[config.mk]
export PLATFORM = sky130hd
export DESIGN_NAME = first_fit_extent_allocator
export DESIGN_NICKNAME = d
export VERILOG_FILES = /design/src/rtl/ffea_pkg.sv /design/src/rtl/first_fit_extent_allocator.sv /design/src/rtl/ffea_ctrl.sv /design/src/rtl/ffea_dp.sv
export SDC_FILE = /design/constraint.sdc
export NUM_CORES = 2
export LEC_CHECK = 0
export ABC_CLOCK_PERIOD_IN_PS = 13300
export BUFFER_PORTS_ARGS = -buffer_cell sky130_fd_sc_hd__buf_2
export CAP_MARGIN = 10
export CORE_MARGIN = 1.5
export CORE_UTILIZATION = 50
export CTS_BUF_LIST = sky130_fd_sc_hd__clkbuf_8
export DETAILED_ROUTE_END_ITERATION = 10
export PLACE_DENSITY_LB_ADDON = 0.25
export SLEW_MARGIN = 20
export SYNTH_ARGS = -nofsm -noshare
export SYNTH_HDL_FRONTEND = slang
export SYNTH_SLANG_ARGS = --single-unit
[constraint.sdc]
create_clock -name aclk -period 13.3 [get_ports aclk]
set_clock_uncertainty 0.1 [all_clocks]
set_input_delay 2.66 -clock aclk [delete_from_list [all_inputs] [get_ports aclk]]
set_output_delay 2.66 -clock aclk [all_outputs]
set_load 0.05 [all_outputs]
[src/rtl/ffea_pkg.sv]
// Shared types, codes and constants of the first-fit extent allocator.
// No dependencies; every module of the allocator imports this package.
package ffea_pkg;

    localparam int ADDR_BITS       = 24;
    localparam int LEN_BITS        = ADDR_BITS + 1;
    localparam int DEF_MAX_EXTENTS = 64;
    localparam logic [LEN_BITS-1:0] POOL_MAX = LEN_BITS'(1) << ADDR_BITS;

    localparam logic REQ_ALLOC = 1'b0;

    typedef enum logic [2:0] {
        ST_OK      = 3'd0,
        ST_NOFIT   = 3'd1,
        ST_FULL    = 3'd2,
        ST_OVERLAP = 3'd3,
        ST_ZERO    = 3'd4
    } status_t;

    typedef struct packed {
        logic                 req_type;
        logic [LEN_BITS-1:0]  req_size;
        logic [ADDR_BITS-1:0] req_offset;
    } req_t;

    typedef struct packed {
        logic [2:0]           status;
        logic [ADDR_BITS-1:0] grant_offset;
        logic [LEN_BITS-1:0]  free_total;
    } rsp_t;

    typedef struct packed {
        logic [ADDR_BITS-1:0] start;
        logic [LEN_BITS-1:0]  len;
    } extent_t;

    // table read address select
    typedef enum logic [1:0] {
        RD_IDX    = 2'd0,
        RD_IDX_P1 = 2'd1,
        RD_IDX_M1 = 2'd2
    } rd_sel_t;

    // table write operation
    typedef enum logic [2:0] {
        WR_NONE       = 3'd0,
        WR_CUT        = 3'd1,
        WR_PREV_ADD   = 3'd2,
        WR_MERGE_BOTH = 3'd3,
        WR_NEXT_ADD   = 3'd4,
        WR_MOVE       = 3'd5,
        WR_NEW        = 3'd6
    } wr_op_t;

    typedef struct packed {
        logic    latch_req;
        logic    init_mem;
        logic    rd_en;
        rd_sel_t rd_sel;
        logic    idx_inc;
        logic    idx_dec;
        logic    idx_load_cnt;
        logic    save_prev;
        logic    save_next;
        logic    save_pos;
        wr_op_t  wr_op;
        logic    set_st;
        status_t st;
        logic    cnt_inc;
        logic    cnt_dec;
        logic    free_sub;
        logic    free_add;
        logic    save_grant;
        logic    out_load;
    } cmd_t;

    typedef struct packed {
        logic is_alloc;
        logic size_zero;
        logic end_over;
        logic cnt_zero;
        logic fit;
        logic exact;
        logic last;
        logic le_ofs;
        logic overlap;
        logic prev_join;
        logic next_join;
        logic full;
        logic dn_more;
        logic up_more;
        logic out_free;
    } stat_t;

endpackage

[src/rtl/first_fit_extent_allocator.sv]
// First-fit extent allocator: m_valid rises after the table walk over the entries visited,
// plus the merge or entry shift that a return or an exact fit needs.
// Takes one request at a time: a new word is accepted only after the last result is loaded,
// and that load waits until the previous result word is taken on m_ready.
// Reset: synchronous, active low; table holds [0, 2^24), written in an init state
// after reset before the first word is taken. A pool_size write reloads it.
module first_fit_extent_allocator
    import ffea_pkg::*;
#(
    parameter int MAX_EXTENTS = DEF_MAX_EXTENTS
) (
    input  logic                aclk,
    input  logic                aresetn,
    input  logic                s_valid,
    output logic                s_ready,
    input  req_t                s_data,
    output logic                m_valid,
    input  logic                m_ready,
    output rsp_t                m_data,
    input  logic                cfg_wr_en,
    input  logic [LEN_BITS-1:0] cfg_wr_data
);

    cmd_t  cmd;
    stat_t stat;

    // sequencer
    ffea_ctrl u_ctrl (
        .aclk    (aclk),
        .aresetn (aresetn),
        .s_valid (s_valid),
        .s_ready (s_ready),
        .stat    (stat),
        .cmd     (cmd)
    );

    // table and arithmetic
    ffea_dp #(
        .MAX_EXTENTS (MAX_EXTENTS)
    ) u_dp (
        .aclk        (aclk),
        .aresetn     (aresetn),
        .s_data      (s_data),
        .m_valid     (m_valid),
        .m_ready     (m_ready),
        .m_data      (m_data),
        .cfg_wr_en   (cfg_wr_en),
        .cfg_wr_data (cfg_wr_data),
        .cmd         (cmd),
        .stat        (stat)
    );

endmodule

[src/rtl/ffea_ctrl.sv]
// Sequencer of the extent allocator: walks, merges and table shifts.
// Depends on ffea_pkg; drives the datapath through cmd_t, reads stat_t.
module ffea_ctrl
    import ffea_pkg::*;
(
    input  logic  aclk,
    input  logic  aresetn,
    input  logic  s_valid,
    output logic  s_ready,
    input  stat_t stat,
    output cmd_t  cmd
);

    typedef enum logic [10:0] {
        S_INIT = 11'b000_0000_0001,
        S_IDLE = 11'b000_0000_0010,
        S_DISP = 11'b000_0000_0100,
        S_RD   = 11'b000_0000_1000,
        S_CHK  = 11'b000_0001_0000,
        S_DEC  = 11'b000_0010_0000,
        S_MVR  = 11'b000_0100_0000,
        S_MVW  = 11'b000_1000_0000,
        S_UPR  = 11'b001_0000_0000,
        S_UPW  = 11'b010_0000_0000,
        S_FIN  = 11'b100_0000_0000
    } state_t;

    state_t state_reg, state_next;

    // advance state
    always_ff @(posedge aclk) begin
        if (!aresetn) begin
            state_reg <= S_INIT;
        end else begin
            state_reg <= state_next;
        end
    end

    assign s_ready = (state_reg == S_IDLE);

    // next state and commands
    always_comb begin
        state_next = state_reg;
        cmd        = '0;
        unique case (state_reg)
            S_INIT: begin
                cmd.init_mem = 1'b1;
                state_next   = S_IDLE;
            end
            S_IDLE: begin
                if (s_valid) begin
                    cmd.latch_req = 1'b1;
                    state_next    = S_DISP;
                end
            end
            S_DISP: begin
                if (stat.size_zero) begin
                    cmd.set_st = 1'b1;
                    cmd.st     = ST_ZERO;
                    state_next = S_FIN;
                end else if (stat.is_alloc) begin
                    if (stat.cnt_zero) begin
                        cmd.set_st = 1'b1;
                        cmd.st     = ST_NOFIT;
                        state_next = S_FIN;
                    end else begin
                        state_next = S_RD;
                    end
                end else if (stat.end_over) begin
                    cmd.set_st = 1'b1;
                    cmd.st     = ST_OVERLAP;
                    state_next = S_FIN;
                end else if (stat.cnt_zero) begin
                    state_next = S_DEC;
                end else begin
                    state_next = S_RD;
                end
            end
            S_RD: begin
                cmd.rd_en  = 1'b1;
                cmd.rd_sel = RD_IDX;
                state_next = S_CHK;
            end
            S_CHK: begin
                if (stat.is_alloc) begin
                    if (stat.fit) begin
                        cmd.save_grant = 1'b1;
                        cmd.free_sub   = 1'b1;
                        cmd.set_st     = 1'b1;
                        cmd.st         = ST_OK;
                        if (stat.exact) begin
                            state_next = S_MVR;
                        end else begin
                            cmd.wr_op  = WR_CUT;
                            state_next = S_FIN;
                        end
                    end else if (stat.last) begin
                        cmd.set_st = 1'b1;
                        cmd.st     = ST_NOFIT;
                        state_next = S_FIN;
                    end else begin
                        cmd.idx_inc = 1'b1;
                        state_next  = S_RD;
                    end
                end else if (stat.le_ofs) begin
                    cmd.save_prev = 1'b1;
                    cmd.idx_inc   = 1'b1;
                    state_next    = stat.last ? S_DEC : S_RD;
                end else begin
                    cmd.save_next = 1'b1;
                    state_next    = S_DEC;
                end
            end
            S_DEC: begin
                cmd.set_st = 1'b1;
                if (stat.overlap) begin
                    cmd.st     = ST_OVERLAP;
                    state_next = S_FIN;
                end else if (stat.prev_join && stat.next_join) begin
                    cmd.st       = ST_OK;
                    cmd.wr_op    = WR_MERGE_BOTH;
                    cmd.free_add = 1'b1;
                    state_next   = S_MVR;
                end else if (stat.prev_join) begin
                    cmd.st       = ST_OK;
                    cmd.wr_op    = WR_PREV_ADD;
                    cmd.free_add = 1'b1;
                    state_next   = S_FIN;
                end else if (stat.next_join) begin
                    cmd.st       = ST_OK;
                    cmd.wr_op    = WR_NEXT_ADD;
                    cmd.free_add = 1'b1;
                    state_next   = S_FIN;
                end else if (stat.full) begin
                    cmd.st     = ST_FULL;
                    state_next = S_FIN;
                end else begin
                    cmd.st           = ST_OK;
                    cmd.free_add     = 1'b1;
                    cmd.save_pos     = 1'b1;
                    cmd.idx_load_cnt = 1'b1;
                    state_next       = S_UPR;
                end
            end
            // close the gap: move entries down one place
            S_MVR: begin
                if (stat.dn_more) begin
                    cmd.rd_en  = 1'b1;
                    cmd.rd_sel = RD_IDX_P1;
                    state_next = S_MVW;
                end else begin
                    cmd.cnt_dec = 1'b1;
                    state_next  = S_FIN;
                end
            end
            S_MVW: begin
                cmd.wr_op   = WR_MOVE;
                cmd.idx_inc = 1'b1;
                state_next  = S_MVR;
            end
            // open a gap: move entries up one place, then fill it
            S_UPR: begin
                if (stat.up_more) begin
                    cmd.rd_en  = 1'b1;
                    cmd.rd_sel = RD_IDX_M1;
                    state_next = S_UPW;
                end else begin
                    cmd.wr_op   = WR_NEW;
                    cmd.cnt_inc = 1'b1;
                    state_next  = S_FIN;
                end
            end
            S_UPW: begin
                cmd.wr_op   = WR_MOVE;
                cmd.idx_dec = 1'b1;
                state_next  = S_UPR;
            end
            S_FIN: begin
                if (stat.out_free) begin
                    cmd.out_load = 1'b1;
                    state_next   = S_IDLE;
                end
            end
            default: begin
                state_next = S_INIT;
            end
        endcase
    end

endmodule

[src/rtl/ffea_dp.sv]
// Datapath of the extent allocator: extent table memory, pointers,
// free total, pool size and result register. Depends on ffea_pkg.
module ffea_dp
    import ffea_pkg::*;
#(
    parameter int MAX_EXTENTS = DEF_MAX_EXTENTS
) (
    input  logic                aclk,
    input  logic                aresetn,
    input  req_t                s_data,
    output logic                m_valid,
    input  logic                m_ready,
    output rsp_t                m_data,
    input  logic                cfg_wr_en,
    input  logic [LEN_BITS-1:0] cfg_wr_data,
    input  cmd_t                cmd,
    output stat_t               stat
);

    localparam int AW = $clog2(MAX_EXTENTS);
    localparam int CW = $clog2(MAX_EXTENTS + 1);
    localparam logic [CW-1:0] CNT_MAX = CW'(MAX_EXTENTS);

    extent_t mem [MAX_EXTENTS];
    extent_t rd_q;

    req_t                 req_reg;
    logic [CW-1:0]        idx_reg, pos_reg, count_reg;
    logic [ADDR_BITS-1:0] prev_s_reg, nxt_s_reg, grant_reg;
    logic [LEN_BITS-1:0]  prev_l_reg, nxt_l_reg;
    logic                 prev_vld_reg, nxt_vld_reg;
    logic [LEN_BITS-1:0]  free_reg, pool_reg;
    status_t              st_reg;
    rsp_t                 out_reg;
    logic                 out_vld_reg;

    logic [LEN_BITS-1:0]  pool_cfg;
    logic [LEN_BITS:0]    req_end, prev_end;
    logic [CW-1:0]        idx_p1, idx_m1, rd_idx, wr_idx;
    logic                 wr_en;
    extent_t              wr_data;

    // clamp written pool size to the addressable range
    assign pool_cfg = (cfg_wr_data > POOL_MAX) ? POOL_MAX : cfg_wr_data;

    assign req_end  = {2'b00, req_reg.req_offset} + {1'b0, req_reg.req_size};
    assign prev_end = {2'b00, prev_s_reg} + {1'b0, prev_l_reg};
    assign idx_p1   = idx_reg + CW'(1);
    assign idx_m1   = idx_reg - CW'(1);

    // status toward the sequencer
    always_comb begin
        stat.is_alloc  = (req_reg.req_type == REQ_ALLOC);
        stat.size_zero = (req_reg.req_size == '0);
        stat.end_over  = (req_end > {1'b0, pool_reg});
        stat.cnt_zero  = (count_reg == '0);
        stat.fit       = (rd_q.len >= req_reg.req_size);
        stat.exact     = (rd_q.len == req_reg.req_size);
        stat.last      = (idx_p1 == count_reg);
        stat.le_ofs    = (rd_q.start <= req_reg.req_offset);
        stat.overlap   = (prev_vld_reg && (prev_end > {2'b00, req_reg.req_offset}))
                      || (nxt_vld_reg && (req_end > {2'b00, nxt_s_reg}));
        stat.prev_join = prev_vld_reg && (prev_end == {2'b00, req_reg.req_offset});
        stat.next_join = nxt_vld_reg && (req_end == {2'b00, nxt_s_reg});
        stat.full      = (count_reg >= CNT_MAX);
        stat.dn_more   = (idx_p1 < count_reg);
        stat.up_more   = (idx_reg > pos_reg);
        stat.out_free  = !out_vld_reg || m_ready;
    end

    // read address select
    always_comb begin
        unique case (cmd.rd_sel)
            RD_IDX:    rd_idx = idx_reg;
            RD_IDX_P1: rd_idx = idx_p1;
            RD_IDX_M1: rd_idx = idx_m1;
            default:   rd_idx = idx_reg;
        endcase
    end

    // write port: configuration reload wins over table edits
    always_comb begin
        wr_en   = 1'b1;
        wr_idx  = idx_reg;
        wr_data = rd_q;
        if (cfg_wr_en) begin
            wr_idx  = '0;
            wr_data = '{start: '0, len: pool_cfg};
        end else if (cmd.init_mem) begin
            wr_idx  = '0;
            wr_data = '{start: '0, len: pool_reg};
        end else begin
            unique case (cmd.wr_op)
                WR_NONE: begin
                    wr_en = 1'b0;
                end
                WR_CUT: begin
                    wr_data.start = rd_q.start + req_reg.req_size[ADDR_BITS-1:0];
                    wr_data.len   = rd_q.len - req_reg.req_size;
                end
                WR_PREV_ADD: begin
                    wr_idx  = idx_m1;
                    wr_data = '{start: prev_s_reg, len: prev_l_reg + req_reg.req_size};
                end
                WR_MERGE_BOTH: begin
                    wr_idx  = idx_m1;
                    wr_data = '{start: prev_s_reg,
                                len: prev_l_reg + req_reg.req_size + nxt_l_reg};
                end
                WR_NEXT_ADD: begin
                    wr_data = '{start: req_reg.req_offset,
                                len: nxt_l_reg + req_reg.req_size};
                end
                WR_MOVE: begin
                    wr_data = rd_q;
                end
                WR_NEW: begin
                    wr_idx  = pos_reg;
                    wr_data = '{start: req_reg.req_offset, len: req_reg.req_size};
                end
                default: begin
                    wr_en = 1'b0;
                end
            endcase
        end
    end

    // extent table memory
    always_ff @(posedge aclk) begin
        if (wr_en) begin
            mem[wr_idx[AW-1:0]] <= wr_data;
        end
        if (cmd.rd_en) begin
            rd_q <= mem[rd_idx[AW-1:0]];
        end
    end

    // request, walk pointers and saved neighbors
    always_ff @(posedge aclk) begin
        if (cmd.latch_req) begin
            req_reg <= s_data;
        end
        if (cmd.latch_req) begin
            idx_reg <= '0;
        end else if (cmd.idx_load_cnt) begin
            idx_reg <= count_reg;
        end else if (cmd.idx_inc) begin
            idx_reg <= idx_p1;
        end else if (cmd.idx_dec) begin
            idx_reg <= idx_m1;
        end
        if (cmd.save_pos) begin
            pos_reg <= idx_reg;
        end
        if (cmd.save_prev) begin
            prev_s_reg <= rd_q.start;
            prev_l_reg <= rd_q.len;
        end
        if (cmd.save_next) begin
            nxt_s_reg <= rd_q.start;
            nxt_l_reg <= rd_q.len;
        end
        if (cmd.set_st) begin
            st_reg <= cmd.st;
        end
        if (cmd.latch_req) begin
            grant_reg <= '0;
        end else if (cmd.save_grant) begin
            grant_reg <= rd_q.start;
        end
    end

    // control state: counts, flags, pool and free total
    always_ff @(posedge aclk) begin
        if (!aresetn) begin
            count_reg    <= CW'(1);
            free_reg     <= POOL_MAX;
            pool_reg     <= POOL_MAX;
            prev_vld_reg <= 1'b0;
            nxt_vld_reg  <= 1'b0;
            out_vld_reg  <= 1'b0;
        end else begin
            if (cfg_wr_en) begin
                pool_reg  <= pool_cfg;
                free_reg  <= pool_cfg;
                count_reg <= CW'(pool_cfg != '0);
            end else begin
                if (cmd.cnt_inc) begin
                    count_reg <= count_reg + CW'(1);
                end else if (cmd.cnt_dec) begin
                    count_reg <= count_reg - CW'(1);
                end
                if (cmd.free_sub) begin
                    free_reg <= free_reg - req_reg.req_size;
                end else if (cmd.free_add) begin
                    free_reg <= free_reg + req_reg.req_size;
                end
            end
            if (cmd.latch_req) begin
                prev_vld_reg <= 1'b0;
                nxt_vld_reg  <= 1'b0;
            end else begin
                if (cmd.save_prev) begin
                    prev_vld_reg <= 1'b1;
                end
                if (cmd.save_next) begin
                    nxt_vld_reg <= 1'b1;
                end
            end
            if (cmd.out_load) begin
                out_vld_reg <= 1'b1;
            end else if (m_ready) begin
                out_vld_reg <= 1'b0;
            end
        end
    end

    // result word
    always_ff @(posedge aclk) begin
        if (cmd.out_load) begin
            out_reg.status       <= st_reg;
            out_reg.grant_offset <= (st_reg == ST_OK) ? grant_reg : '0;
            out_reg.free_total   <= free_reg;
        end
    end

    assign m_valid = out_vld_reg;
    assign m_data  = out_reg;

    a_count_range: assert property (@(posedge aclk) disable iff (!aresetn)
        count_reg <= CNT_MAX)
        else $error("extent count above table depth");

    a_free_le_pool: assert property (@(posedge aclk) disable iff (!aresetn)
        free_reg <= pool_reg)
        else $error("free total exceeds pool size");

    a_load_valid: assert property (@(posedge aclk) disable iff (!aresetn)
        cmd.out_load |=> m_valid)
        else $error("result word lost after load");

    a_cnt_excl: assert property (@(posedge aclk) disable iff (!aresetn)
        !(cmd.cnt_inc && cmd.cnt_dec))
        else $error("count raised and lowered together");

endmodule
After elaboration in Yosys (flattened, before gate mapping)

Memory sizes are Yosys's and may differ from the RTL's. A register that Yosys moved wholly into a read port is not among the register bits.
Cells that the tools add are included.

Bits in registers: 312
Bits in writable memories: 3136
Bits of input ports: 80
Output and inout port bits: 54
Memories kept: 1

Add/sub/neg operators: 13
Magnitude comparators: 9
Equality and inequality tests: 25
Multiplexer cells: 102
Bitwise logic cells: 1
Reduce and logical (&&, ||, !) cells: 23

Memory list:

| name     | words | width | read ports | clocked after memory_dff | write ports | line          | source |
|---|---|---|---|---|---|---|---|
| u_dp.mem | 64    | 49    | 1          | 1                        | 1           | ffea_dp.sv:24 | `extent_t mem [MAX_EXTENTS];` |

Operators by type and width:

| operator                                              | count |
|---|---|
| one-hot mux 49 bit (5 select lines)                   | 1 |
| 2-to-1 mux 11 bit                                     | 18 |
| one-hot mux 11 bit (11 select lines)                  | 1 |
| adder 25 bit                                          | 4 |
| 2-to-1 mux 25 bit                                     | 4 |
| 2-to-1 mux 49 bit                                     | 2 |
| adder 24 x 25 -> 26 bit                               | 2 |
| == test 26 x 24 -> 1 bit                              | 2 |
| greater-than comparator 26 x 24 -> 1 bit              | 2 |
| subtractor 25 bit                                     | 2 |
| 2-to-1 mux 7 bit                                      | 6 |
| 2-to-1 mux 1 bit                                      | 40 |
| 2-to-1 mux 3 bit                                      | 10 |
| 2-to-1 mux 4 bit                                      | 7 |
| greater-than comparator 26 x 25 -> 1 bit              | 1 |
| == test 25 bit                                        | 1 |
| greater-or-equal comparator 25 bit                    | 1 |
| greater-than comparator 25 bit, second input constant | 1 |
| zero test 25 bit                                      | 1 |
| nonzero test 25 bit                                   | 1 |
| adder 24 bit                                          | 1 |
| <= comparator 24 bit                                  | 1 |
| 2-to-1 mux 6 bit                                      | 4 |
| one-hot mux 6 bit (2 select lines)                    | 2 |
| 39 further kinds                                      | 58 |

Logic depth before layout (Yosys ltp)

Depth after elaboration: 15
Mapped depth: 37
Depth with buffers taken out: 37

Hierarchy

From an unflattened synthesis, not the netlist that was laid out.

Cell total of the unflattened synthesis: 8078
Area total of the unflattened synthesis: 146857.1 µm²

By module, submodules not included:

| module    | times used | cells an instance | area an instance (µm²) |
|---|---|---|---|
| ffea_dp   | 1          | 7943              | 145843.6 |
| ffea_ctrl | 1          | 135               | 1013.5 |

Worst setup path after synthesis

Ideal clock, no wire load.

Path kind: register to register
Start point: reg u_dp.prev_l_reg[1]
End point: mem u_dp.mem[0][11] in the netlist's numbering (data pin)
Library setup time: 0.720 ns
Data arrival time: 8.700 ns
Data required time: 12.480 ns
Path slack: 3.779 ns
Stages on the path, launching flop included: 34
Period minus slack after synthesis: 9.521 ns
Path through: edfxtp_1 ha_1 a21oi_1 nand4b_1 nand3_1 and2_1 a21oi_1 o21bai_1 and2_1 a41oi_1 o21bai_1 a21oi_1 xnor2_1 ha_1 a21oi_1 nor2_1 a211oi_1 o21ai_0 a211oi_1 nand2b_1 o31ai_1 nand3_1 clkbuf_1 o21ai_0 ha_1 a211oi_1 o21a_1 o41ai_1 a21o_1 a21o_1 a21oi_1 xnor2_1 a21oi_1 o31ai_1

RTL lines:

| element                | line           | source |
|---|---|---|
| start, declared        | ffea_dp.sv:30  | `logic [LEN_BITS-1:0] prev_l_reg, nxt_l_reg;` |
| start signal, assigned | ffea_dp.sv:157 | `prev_l_reg <= rd_q.len;` |
| end, declared          | ffea_dp.sv:24  |  |

==> impl_metrics.csv <==
group,metric,value,unit
timing,finalHoldViolCount,0,
yosys,synth-seq-area-share,71.0,%
yosys,synthMuxAreaShare,13.5,%
cells_and_area,n_fill_cell,22109,
job,cap_viol_max_count,0,
clock_network,htree_levels,6,
cells_and_area,regArea,0.104,sq mm
yosys,synth_fa_ha_area_share,2.61,%
routing,dr.pass1.iters,6,
timing,max_freq,99.3,MHz
grt,grtUsageMet1,38.2,%
cells_and_area,fin_area,0.165,sq mm
floorplan,core_area,0.291,sq mm
yosys,synth-simple-area-share,3.74,%
grt,grt_pass1_vias,82434,
routing,routed_wl,411000,microns
yosys,synth_compound_area_share,6.60,%
yosys,ys_seq_elements,3497,
routing,vias_per_cell,6.33,
timing,setup_viol,0,
yosys,synth_largest_area_cell,"edfxtp_1",
timing,final.period_utilization,75.7,%
clock_network,hold_buffers,0,
routing,drc_errors,0,
grt,grt_max_degree,122,
cells_and_area,drive_gt1_share,22.6,%
setup_path,crit_path_end_kind,"register",
yosys,synth.area.top_cells,"edfxtp_1, mux4_2, ha_1",
cells_and_area,final_common_cell,"edfxtp_1",
yosys,ys_async_sr_fraction,0,%
clock_network,cts_buffers,573,
worst_hold_path,hp-class,"register to register",
clock_network,cts_tree,"built",
floorplan,num_io_pins,134,
setup_path,crit_arrival,10.79,ns
routing,drtIter0Drc,9873,
yosys,yosys_warnings,0,
grt,met2_usage,44.0,%
setup_path,cp.required,14.02,ns
outcome,status,"finished clean",
clock_network,clock_latency,1.21,ns
grt,grt_antenna_before_repair,26,
timing,worstMarginPinSlew,1.25,ns
routing,wl_per_cell,31.7,microns
grt,grt_pass1_wl,585000,microns
yosys,ys.flop_type,"edfxtp_1",
routing,num_vias,81979,
timing,relSlewSlack,16.4,%
cells_and_area,layout_common_cells,"edfxtp_1, mux4_2, clkbuf_8, a21oi_1, a211oi_1",
setup_path,setup.worst_path.class,"register to register",
cells_and_area,largest_reg_flops,3136,
yosys,synthCells,8070,
yosys,synth_top_family_by_area,"multiplexers",
placement,portBuffers,133,
power,ir_drop,0.141,mV
cells_and_area,fin_nets,8996,
clock_network,cts_setup_buffers,0,
routing,ant_nets,0,
timing,min_period,10.07,ns
floorplan,num_rows,198,
setup_path,critPathMaxStageDelay,0.51,ns
timing,rsz0062_at_grt,"no",
floorplan,die_x,544,microns
yosys,synth_edf_count,3395,
floorplan,die_area,0.296,sq mm
cells_and_area,area_growth,12.3,%
grt,top_usage_layer,"met2",
clock_network,cts.sinks,3497,
setup_path,worstPathMaxFanout,64,
clock_network,clk_path_buf_depth,4,
yosys,synth_xor_area_share,1.10,%
yosys,synth.top_cell.area_share,69.6,%
yosys,syn_area,0.147,sq mm
setup_path,start_kind,"register",
placement,gp_congestion,0.976,
clock_network,clk_pin_slew,0.06,ns
floorplan,start_util,50.3,%
grt,grt-ovfl-total,0,
floorplan,die_h,544,microns
timing,hold_slack,0.351,ns
timing,tns,0,ns
timing,slew_violations,0,
cells_and_area,multi_input_area,0.0416,sq mm
grt,use_met3,5.20,%
power,cellPowerDensity,171,mW/mm^2
setup_path,slowest_stage,"a211oi_1",
clock_network,cts-root-buf,"clkbuf_8",
power,power.leakage,0.0546,uW
placement,dp_hpwl,247000,microns
placement,placedInstanceArea,0.154,sq mm
yosys,synth_cell_types,95,
grt,grt_use_total,27.6,%
clock_network,cts-resized-gates,0,
yosys,syn-num-nets,8451,
yosys,avgSynthCellArea,18.2,sq um
[final timing paths]
check                          start                end  slack (ns)  depth (start not counted)
setup reg to reg  u_dp.prev_l_reg[1]   u_dp.mem[34][24]        3.23                         38
hold reg to reg    u_dp.grant_reg[3]  u_dp.grant_reg[3]        0.35                          2
setup / recovery  u_dp.prev_l_reg[1]   u_dp.mem[34][24]        3.23                         38
hold / removal     u_dp.grant_reg[3]  u_dp.grant_reg[3]        0.35                          2
[final cells by class]
type | instances | area share [%]
clock inverter | 433 | 1.65
sequential | 3497 | 63.2
timing repair buffer | 376 | 1.65
clock buffer | 577 | 4.83
tap | 3900 | 2.97
antenna | 8 | 0.0122
multi-input combinational | 3992 | 25.3
inverter | 175 | 0.399
[cell usage after synthesis, types with 10 or more instances]
master / instances
o211ai_1: 38
xor2_1: 53
nor2_1: 208
a211o_1: 13
dfxtp_1: 102
nor4_1: 17
a21boi_0: 15
buf_1: 93
o21bai_1: 27
inv_1: 175
nor3b_1: 10
o21a_1: 42
nand2_1: 266
nor3_1: 57
buf_2: 15
nor2b_1: 222
nand4_1: 37
o21ai_0: 173
a222oi_1: 27
nand2b_1: 36
a221oi_1: 15
edfxtp_1: 3395
nand4b_1: 10
a21o_1: 93
ha_1: 293
o31ai_1: 17
mux4_2: 784
nand3_1: 60
mux2i_1: 205
and3_1: 28
a21oi_1: 439
xnor2_1: 131
a22oi_1: 15
and2_1: 59
o211a_1: 27
a211oi_1: 385
a31oi_1: 27
clkbuf_1: 298
[worst max-delay path: cells and delay by family (launching register included)]
family / cells / cell delay [ns]
adder cells (fa/ha/maj): 4 / 1.31
AO/OA/AOI/OAI: 21 / 5.37
buffers and inverters: 2 / 0.60
flip-flops: 1 / 0.47
XOR/XNOR: 3 / 0.52
AND/OR/NAND/NOR: 8 / 1.23
[report_power, final]
part,total (uW),internal (uW),switching (uW)
Combinational,6630,2560,4060
Sequential,12600,12500,80.6
Clock,8890,4470,4420
[through the flow]
step                      total power, uW  instances  worst slack [ns]  utilization (%)
final                               28100      12958              3.23             56.5
after global routing                29100      12953              2.57             56.5
after CTS                           28200      12950              3.42             56.4
after detailed placement            19400      11940              3.43             52.8
after global placement              19300      11940              3.33             52.8
after floorplan                     17000       8070              3.78                -
[metal layers]
metal  vias to the layer above  part of all wire [%]
li1                      34240                     -
met3                       733                   8.8
met2                      4073                    47
met4                         8                   3.5
met1                     42925                    40
met5                         -                 0.014
[kinds of logic (layout without fill, tap and decap cells)]
group	count (synthesis)	count (layout)
XOR/XNOR	184	184
AND/OR/NAND/NOR	1063	1063
adder cells (fa/ha/maj)	301	301
other	0	8
flip-flops	3497	3497
buffers and inverters	581	1561
multiplexers	992	992
AO/OA/AOI/OAI	1452	1452
Note: power is estimated with default switching activity, not from simulation.
